===== src/design/srks_pkg.sv =====
// Shared types and opcodes for the sequence ring with keyframe search.
// Used by the ring memory and the top level; depends on nothing.
package srks_pkg;

	localparam logic [2:0] OP_PUSH     = 3'd0;
	localparam logic [2:0] OP_READ     = 3'd1;
	localparam logic [2:0] OP_FIND_KEY = 3'd2;
	localparam logic [2:0] OP_MARK_GOP = 3'd3;
	localparam logic [2:0] OP_CLEAR    = 3'd4;

	typedef struct packed {
		logic [2:0]  opcode;
		logic [31:0] entry_handle;
		logic        entry_is_key;
		logic [31:0] position_index;
	} srks_req_t;

	typedef struct packed {
		logic        hit;
		logic [31:0] handle_out;
		logic        key_out;
		logic        stale;
		logic [31:0] write_position;
		logic [31:0] oldest_position;
		logic [31:0] key_start;
		logic [31:0] gop_mark;
	} srks_rsp_t;

	// one ring slot: fragment handle and its keyframe flag
	typedef struct packed {
		logic [31:0] handle;
		logic        is_key;
	} srks_entry_t;

endpackage


===== src/design/srks_ring_mem.sv =====
// Ring slot storage: one write port, one read port with registered read data.
// Depends on srks_pkg for the slot entry type.
module srks_ring_mem import srks_pkg::*; #(
	parameter int DEPTH = 64,
	localparam int AW = $clog2(DEPTH)
) (
	input  logic          clk,
	input  logic          wr_en,
	input  logic [AW-1:0] wr_addr,
	input  srks_entry_t   wr_data,
	input  logic          rd_en,
	input  logic [AW-1:0] rd_addr,
	output srks_entry_t   rd_data
);

	srks_entry_t mem_q [DEPTH];

	always_ff @(posedge clk) begin
		if (wr_en) begin
			mem_q[wr_addr] <= wr_data;
		end
		if (rd_en) begin
			rd_data <= mem_q[rd_addr];
		end
	end

endmodule


===== src/design/sequence_ring_with_keyframe_search.sv =====
// Sequence-numbered fragment ring with keyframe search (top level).
// The result strobe (done) comes in the cycle after a request is taken.
// A new request is not taken while busy; busy covers the response cycle, set by
// the registered read of the slot memory. The receiver cannot stall.
// Reset clears write position, gop mark, fill count and key tracker; no clearing pass.
// Depends on srks_pkg and srks_ring_mem.
module sequence_ring_with_keyframe_search import srks_pkg::*; #(
	parameter int RING_DEPTH = 64
) (
	input  logic      clk,
	input  logic      arst_n,
	input  logic      start,
	input  srks_req_t req,
	output logic      busy,
	output logic      done,
	output srks_rsp_t rsp
);

	localparam int AW     = $clog2(RING_DEPTH);
	localparam int FILL_W = $clog2(RING_DEPTH + 1);
	localparam int AGE_W  = $clog2(RING_DEPTH + 2);
	localparam logic [31:0]       DEPTH_W  = 32'(RING_DEPTH);
	localparam logic [FILL_W-1:0] FILL_MAX = FILL_W'(RING_DEPTH);
	localparam logic [AGE_W-1:0]  AGE_ONE  = AGE_W'(1);
	localparam logic [AGE_W-1:0]  AGE_LAST = AGE_W'(RING_DEPTH);
	localparam logic [AGE_W-1:0]  AGE_NONE = AGE_W'(RING_DEPTH + 1);

	localparam logic ST_IDLE = 1'b0;
	localparam logic ST_RESP = 1'b1;

	logic              state_q;
	logic [31:0]       wseq_q;
	logic [31:0]       gop_q;
	logic [FILL_W-1:0] fill_q;   // pushes since clear, saturating at depth
	logic [AGE_W-1:0]  age_q;    // distance back to newest key push, AGE_NONE if none within depth
	logic              rd_s1;
	logic [31:0]       idx_s1;

	logic        accept;
	srks_entry_t wr_entry;
	srks_entry_t rd_entry;
	logic [31:0] gap;
	logic        in_win;
	logic        hit;
	logic        key_found;

	assign accept = start && !busy;
	assign busy   = (state_q == ST_RESP);
	assign done   = (state_q == ST_RESP);

	always_ff @(posedge clk or negedge arst_n) begin
		if (!arst_n) begin
			state_q <= ST_IDLE;
			wseq_q  <= '0;
			gop_q   <= '0;
			fill_q  <= '0;
			age_q   <= AGE_NONE;
		end else begin
			state_q <= accept ? ST_RESP : ST_IDLE;
			if (accept) begin
				case (req.opcode)
					OP_PUSH: begin
						wseq_q <= wseq_q + 32'd1;
						if (fill_q != FILL_MAX) begin
							fill_q <= fill_q + FILL_W'(1);
						end
						if (req.entry_is_key) begin
							age_q <= AGE_ONE;
						end else if (age_q != AGE_NONE) begin
							age_q <= age_q + AGE_W'(1);
						end
					end
					OP_MARK_GOP: begin
						gop_q <= req.position_index;
					end
					OP_CLEAR: begin
						wseq_q <= '0;
						gop_q  <= '0;
						fill_q <= '0;
						age_q  <= AGE_NONE;
					end
					OP_READ, OP_FIND_KEY: begin
					end
					default: begin
					end
				endcase
			end
		end
	end

	always_ff @(posedge clk) begin
		if (accept) begin
			rd_s1  <= (req.opcode == OP_READ);
			idx_s1 <= req.position_index;
		end
	end

	assign wr_entry = '{handle: req.entry_handle, is_key: req.entry_is_key};

	srks_ring_mem #(
		.DEPTH(RING_DEPTH)
	) u_ring (
		.clk     (clk),
		.wr_en   (accept && (req.opcode == OP_PUSH)),
		.wr_addr (wseq_q[AW-1:0]),
		.wr_data (wr_entry),
		.rd_en   (accept && (req.opcode == OP_READ)),
		.rd_addr (req.position_index[AW-1:0]),
		.rd_data (rd_entry)
	);

	// Status comes from the state after the operation; the memory data from the read.
	// A position inside the window is backed by a live slot once that many pushes
	// have landed since the last clear.
	always_comb begin
		gap       = wseq_q - idx_s1;
		in_win    = (gap != 32'd0) && (gap <= DEPTH_W);
		hit       = rd_s1 && in_win && (gap <= 32'(fill_q));
		key_found = (age_q <= AGE_LAST) && (32'(age_q) <= wseq_q);

		rsp.hit             = hit;
		rsp.handle_out      = hit ? rd_entry.handle : 32'd0;
		rsp.key_out         = hit && rd_entry.is_key;
		rsp.stale           = (gap != 32'd0) && (gap > DEPTH_W);
		rsp.write_position  = wseq_q;
		rsp.oldest_position = (wseq_q > DEPTH_W) ? (wseq_q - DEPTH_W) : 32'd0;
		rsp.key_start       = key_found ? (wseq_q - 32'(age_q)) : wseq_q;
		rsp.gop_mark        = gop_q;
	end

	a_one_result: assert property (@(posedge clk) disable iff (!arst_n)
		accept |=> done)
		else $error("request taken without a result");

	a_no_double: assert property (@(posedge clk) disable iff (!arst_n)
		done |=> !done)
		else $error("result strobe held for more than one cycle");

	a_hit_fresh: assert property (@(posedge clk) disable iff (!arst_n)
		(done && rsp.hit) |-> !rsp.stale)
		else $error("hit reported on a stale index");

	a_miss_zero: assert property (@(posedge clk) disable iff (!arst_n)
		(done && !rsp.hit) |-> ((rsp.handle_out == 32'd0) && !rsp.key_out))
		else $error("miss carries handle data");

	a_key_range: assert property (@(posedge clk) disable iff (!arst_n)
		(age_q != AGE_NONE) |-> ((age_q >= AGE_ONE) && (age_q <= AGE_LAST)))
		else $error("key tracker out of range");

endmodule

===== config.mk =====
export PLATFORM = sky130hd
export DESIGN_NAME = sequence_ring_with_keyframe_search
export DESIGN_NICKNAME = d
export VERILOG_FILES = /design/src/design/srks_pkg.sv /design/src/design/srks_ring_mem.sv /design/src/design/sequence_ring_with_keyframe_search.sv
export SDC_FILE = /design/constraint.sdc
export NUM_CORES = 2
export LEC_CHECK = 0
export BUFFER_PORTS_ARGS = -buffer_cell sky130_fd_sc_hd__buf_2
export CAP_MARGIN = 20
export CORE_AREA = 2 2 467 469
export CTS_BUF_LIST = sky130_fd_sc_hd__clkbuf_16
export CTS_CLUSTER_SIZE = 16
export DETAILED_ROUTE_END_ITERATION = 8
export DIE_AREA = 0 0 469 471
export GPL_TIMING_DRIVEN = 0
export PLACE_DENSITY = 0.62
export SETUP_SLACK_MARGIN = 0.1
export SLEW_MARGIN = 10
export SYNTH_ARGS = -nofsm -noshare
export SYNTH_HDL_FRONTEND = slang
export SYNTH_HIERARCHICAL = 1
export SYNTH_SLANG_ARGS = --single-unit

===== constraint.sdc =====
create_clock -name clk -period 8.9 [get_ports clk]
set_input_delay 0 -clock clk [delete_from_list [all_inputs] [get_ports clk]]
set_output_delay 0 -clock clk [all_outputs]
set_load 0.02 [all_outputs]

After elaboration in Yosys (flattened, before gate mapping)
Memories as Yosys holds them, arrays and structs flattened. A register that Yosys moved wholly into a read port is not among the register bits.
Index checks and enable logic that the tools add are counted.
{"block": "op_classes", "n_addsub": 6, "order_cmp": 6, "eq_ne": 7, "mux": 13, "n_reduce_logical": 18}
{"cell": "one-hot mux 32 bit (2 select lines)", "n": 2}
{"cell": "2-to-1 mux 32 bit", "n": 3}
{"cell": "> comparator 32 x 7 -> 1 bit (second input constant)", "n": 2}
{"cell": "adder 32 x 1 -> 32 bit (second input constant)", "n": 1}
{"cell": "less-or-equal comparator 32 x 7 -> 1 bit", "n": 1}
{"cell": "less-or-equal comparator 32 x 7 -> 1 bit (second input constant)", "n": 1}
{"cell": "less-or-equal comparator 7 x 32 -> 1 bit", "n": 1}
{"cell": "nonzero test 32 bit", "n": 1}
{"cell": "subtractor 32 bit", "n": 1}
{"cell": "subtractor 32 x 7 -> 32 bit", "n": 1}
{"cell": "subtractor 32 x 7 -> 32 bit (second input constant)", "n": 1}
{"cell": "one-hot mux 7 bit (2 select lines)", "n": 2}
{"cell": "2-to-1 mux 7 bit", "n": 3}
{"cell": "adder 7 x 1 -> 7 bit (second input constant)", "n": 2}
{"cell": "inequality test 7 bit (second input constant)", "n": 2}
{"cell": "logical AND 1 bit", "n": 9}
{"cell": "less-or-equal comparator 7 bit (second input constant)", "n": 1}
{"cell": "AND reduction 3 bit", "n": 2}
{"cell": "AND reduction 2 bit", "n": 2}
{"cell": "nonzero test 2 bit", "n": 2}
{"cell": "== test 3 x 1 -> 1 bit (second input constant)", "n": 1}
{"cell": "== test 3 x 2 -> 1 bit (second input constant)", "n": 1}
{"cell": "== test 3 bit (second input constant)", "n": 1}
{"cell": "zero test 3 bit", "n": 1}
{"cell": "other kinds (4)", "n": 6}
{"block": "word_totals", "register_bits": 112, "mem_bits_rw": 2112, "inputBits": 71, "out_inout_bits": 165, "word_cells": 58, "memories": 1}
{"name": "u_ring.mem_q", "words": 64, "word_bits": 33, "rd": 1, "rd_clocked_by_memory_dff": 1, "wr": 1, "line": "srks_ring_mem.sv:16", "source": "srks_entry_t mem_q [DEPTH];"}

Logic depth before layout (Yosys ltp)
{"block": "depth", "depth_word": 6, "ltp_mapped": 16}

Cells and area by module
The synthesis kept the hierarchy.
{"module": "srks_ring_mem", "instances": 1, "cells_per_inst": 3598, "area_per_inst_um2": 81523.2, "seq_area_each_um2": 64411.8}
{"module": "sequence_ring_with_keyframe_search", "instances": 1, "cells_per_inst": 1073, "area_per_inst_um2": 8730.9, "seq_area_each_um2": 2970.3}

Worst setup path before layout
OpenSTA, ideal clock, no wires.
{"block": "synth_path", "kind": "flip-flop to flip-flop", "start": "register state_q (netlist: busy)", "end": "memory u_ring/mem_q[49][0] (netlist bit), enable pin", "t_arrival_ns": 4.337, "setup_slack_ns": 4.099, "stages_incl_launch_ff": 7, "period_less_slack_ns": 4.801, "cell_sequence": "dfrtp_1 or4b_2 clkbuf_1 nor2_1 nor2b_1 nand4_1 nor3_1"}
{"block": "synth_via", "elab_chain_len": 5}
{"item": "start: declaration", "line": "sequence_ring_with_keyframe_search.sv:31", "source": "logic state_q;"}
{"item": "start signal: assignment", "line": "sequence_ring_with_keyframe_search.sv:59", "source": "state_q <= accept ? ST_RESP : ST_IDLE;"}
{"item": "zero test 1 bit", "line": "sequence_ring_with_keyframe_search.sv:47", "source": "assign accept = start && !busy;"}
{"item": "logical AND 1 bit", "line": "sequence_ring_with_keyframe_search.sv:47"}
{"item": "logical AND 1 bit", "line": "sequence_ring_with_keyframe_search.sv:104", "source": ".wr_en (accept && (req.opcode == OP_PUSH)),"}
{"item": "2-to-1 mux 1 bit", "line": "srks_ring_mem.sv:19", "source": "if (wr_en) begin"}
{"item": "2-to-1 mux 1 bit (implied by the code)", "line": "srks_ring_mem.sv:20", "source": "mem_q[wr_addr] <= wr_data;"}
{"item": "end: declaration", "line": "srks_ring_mem.sv:16"}
No other way between the ends.

==> results.md <==
- The run finished with clean final reports.
- The number of nets handed over by synthesis was 4,799.
- Setup repair after global routing left no endpoint under its margin.
- The final number of hold-violating endpoints was 0.
- The count of synthesis-stage warnings from yosys is 6.
- The top cell types in the final layout, fill and taps aside, are sky130_fd_sc_hd__edfxtp_1, sky130_fd_sc_hd__mux4_2, sky130_fd_sc_hd__buf_2.
- The timing startpoint of the critical path is wseq_q[0]$_DFFE_PN0P_.
- The die covers 0.221 mm².
- The final global-route overflow total is 0.
- The final estimated routing congestion in global placement is 0.927.
- Data on the critical path arrives at its endpoint at 7120 ps.
- The start-to-end type of the worst setup path is register to primary output.
- The root buffer cell is sky130_fd_sc_hd__clkbuf_16.
- The share of synthesized area in the top cell type comes to 0.725.
- The number of global-route vias before repair is 49,879.
- The region available for standard cell placement spans 0.216 mm².
- Across every metal layer, demand over resource in global routing totals 0.251.
- Along the worst path, the maximum fanout reaches 14.
- After legalization and detailed placement, the total HPWL measured 192,000 µm.
- Among all flip-flop cells after synthesis, the most frequent one is sky130_fd_sc_hd__edfxtp_1.
- After detailed routing, the average wire length per cell comes to 33.4 µm.
- The launch point of the worst reg-to-reg path is busy$_DFF_PN0_.
- Buffers inserted during clock tree synthesis total 218.
- Counting every sink on the clock net gives 2,257.
- The horizontal extent of the die is 469 µm.
- The floorplan step set the die height to 471 µm.
- The setup total negative slack is 0 ps.
- The worst clock skew is 108 ps.
- The sequential area share after synthesis is 0.747.
- Following the worst setup path forward leads to its endpoint at rsp[140].
- In this run the static leakage power is 35.2 nW.
- Static timing analysis puts the maximum clock frequency at 0.140 GHz.
- The post-route DRC violation count is 0.
- The critical path endpoint category is a primary output.
- The final worst-path cycle share is 0.800.
- Power spread over the standard cell area amounts to 210 mW/mm².
- The cell count after synthesis came out at 4,671.
- With fillers left out, the area of the finished cells amounts to 0.106 mm².
- The setup check on the worst reg-to-reg path leaves a slack of 3980 ps.
- The global-route wire length before repair is 388,000 µm.
- The final count of pins violating max slew is 0.
- For the pin with the worst max-slew slack, the measured transition is 1270 ps.
- The final total power is 0.0223 W.
- Leaving out fill and tap cells, the most frequent cell in the layout is sky130_fd_sc_hd__edfxtp_1.
- The clock passes through at most 3 buffers.
- The cell area after technology mapping is 0.0903 mm².
- Pin placement for this block handled 236 I/O pins.
- Yosys mapped the design onto 76 distinct sky130hd cell types.
- The final-report setup violation count is 0.
- The depth of the CTS H-tree is 4.
- The share of async-settable or async-resettable flops after synthesis is 0.0350.
- The clock insertion delay at the later pin of the skew report is 870 ps.
- The max-slew headroom at the worst pin is 0.152.
- TritonCTS built the clock tree.
- Ranked by total cell area, the synthesized netlist is headed by sky130_fd_sc_hd__edfxtp_1, sky130_fd_sc_hd__mux4_2, sky130_fd_sc_hd__dfrtp_1.
- The standard-cell row count is 171.
- The post-CTS clock slew at the launch and capture registers of the worst setup and hold paths is 70 ps.
- The worst hold path belongs to the class primary input to register.
- Yosys mapped a number of flops with a built-in enable equal to 2,178.
- In the final layout, the share of cells above drive strength 1 is 0.244.
- The area added between synthesis and finish is 17.4%.
- Input and output buffers added on the ports amount to 234.
- Gates resized during post-CTS repair numbered 0.
- The cell area reported after detailed placement is 0.0977 mm².
- Summed over all layers, the routed wires come to 280,000 µm.
- The average instance in the mapped netlist occupies 19.3 µm².
- In this run the remaining antenna-violating nets after routing total 0.
- Dividing the detail-routed via count by the number of cells gives 6.14.
- The number of max-cap violations is 0.
- The number of cells on the worst reg-to-reg path is 7.
- The type of origin of the critical path is a register.
- For this run, the share of the core covered by cells in the final layout is 0.490.
- Entering global routing, the biggest net connects 65 pins.
- The net total in the final layout is 5,490.
- The required arrival time at the worst endpoint is 8900 ps.
- The detailed router finished its first iteration with 7,391 violations.
- The minimum clock period is 7120 ps.
- For this run, the detailed router's first-pass iteration total came to 6.
- The final route contains 51,536 vias.
- Counting instances, the worst hold path has a depth of 4.
- The initial core utilization is 0.418.
- The synthesized flop and latch total is 2,257.
- The endpoint identified for the worst register-to-register timing path is u_ring/mem_q[30][14]$_DFFE_PP_.
- The initial antenna violation count is 15.
- The biggest area contributor in the post-synthesis netlist is sky130_fd_sc_hd__edfxtp_1.
- The worst-case vdd ir drop is 214 µV.
-- worst min path at each step --
stage | from | endpoint | slack, ps
after floorplan | arst_n | age_q[1]$_DFFE_PN0P_ | -300
after global placement | req[26] | idx_s1[26]$_DFFE_PP_ | 200
after detailed placement | arst_n | age_q[1]$_DFFE_PN0P_ | -80
after CTS | req[3] | gop_q[3]$_DFFE_PN0P_ | 5
after global routing | req[61] | u_ring/mem_q[24][29]$_DFFE_PP_ | 50
final | req[0] | gop_q[0]$_DFFE_PN0P_ | 60
-- routing by layer --
metal  global-route usage  vias up  routed length [µm]
met4                0.103        8               13500
met1                0.344    27176              107000
met5                    0        -                  58
met3               0.0510      540               30100
met2                0.393     3258              130000
li1                     -    20554                   -
-- stage by stage --
| stage | std cells | hold slack, ps | setup slack (ps) |
|---|---|---|---|
| finish | 8396 | 58.0 | 1780 |
| global route | 8391 | 46.3 | 1630 |
| CTS | 8367 | 4.58 | 1840 |
| detailed placement | 7872 | -81.6 | 2710 |
| global placement | 7759 | 201 | 11.1 |
| floorplan | 4671 | -296 | 4100 |
-- synthesized netlist by cell type, types with 55 or more instances --
master	number
sky130_fd_sc_hd__mux4_2	485
sky130_fd_sc_hd__nor2_1	174
sky130_fd_sc_hd__buf_2	58
sky130_fd_sc_hd__mux2i_1	104
sky130_fd_sc_hd__edfxtp_1	2178
sky130_fd_sc_hd__nand4_1	65
sky130_fd_sc_hd__nand3_1	127
sky130_fd_sc_hd__o22ai_1	62
sky130_fd_sc_hd__ha_1	55
sky130_fd_sc_hd__nand2_1	239
sky130_fd_sc_hd__dfrtp_1	77
sky130_fd_sc_hd__o21ai_0	107
sky130_fd_sc_hd__clkbuf_1	148
sky130_fd_sc_hd__inv_1	64
sky130_fd_sc_hd__a21oi_1	64
sky130_fd_sc_hd__a22oi_1	77
-- worst max-delay path, cell delays in order (launching register included) --
cell	delay, ps
sky130_fd_sc_hd__dfrtp_1	860
sky130_fd_sc_hd__inv_1	420
sky130_fd_sc_hd__ha_1	360
sky130_fd_sc_hd__fa_1	410
sky130_fd_sc_hd__nor2b_1	170
sky130_fd_sc_hd__o31a_1	230
sky130_fd_sc_hd__o21a_1	190
sky130_fd_sc_hd__nor2_1	70
sky130_fd_sc_hd__xnor2_1	180
sky130_fd_sc_hd__a2111oi_0	520
sky130_fd_sc_hd__o2111ai_1	200
sky130_fd_sc_hd__nor4_2	880
sky130_fd_sc_hd__buf_4	320
sky130_fd_sc_hd__clkbuf_1	690
sky130_fd_sc_hd__and4_1	530
sky130_fd_sc_hd__buf_2	240
-- registers in the layout, summed over array words and instances (netlist names) --
register        count
idx_s1             32
rd_s1               1
u_ring/rd_data     33
fill_q              7
age_q               7
gop_q              32
u_ring/mem_q     2112
busy                1
wseq_q             32
-- where the power goes --
group	switching (W)	leakage (nW)	internal (W)
sequential	0.0000634	20.6	0.0117
combinational	0.00111	11.1	0.000570
clock	0.00403	3.54	0.00479
-- area by class of cell --
cell class	count	area, µm²
inverter	66	248
sequential	2257	67400
antenna	6	15.0
tap	2854	3570
clock buffer	219	5480
multi-input combinational	2073	21600
fill	17655	110000
clock inverter	175	1300
timing repair buffer	471	4860
buffer	275	1480
-- timing repair --
action | CTS | global route
setup buffers | 0 | 0
endpoints found under the hold margin | 2207 | 0
hold buffers | 101 | 0
-- cells by family (layout without fill, tap and decap cells) --
group           count (synthesis)  in the layout  synth area share
flops                        2257           2257             0.747
xor+xnor                       89             89           0.00864
other cells                     0              6                 0
compound gates                498            498            0.0379
buf+inv                       341           1206            0.0192
mux                           599            599             0.134
simple gates                  830            830            0.0459
fa+ha+maj                      57             57           0.00807
Note: power is estimated with default switching activity, not from simulation.
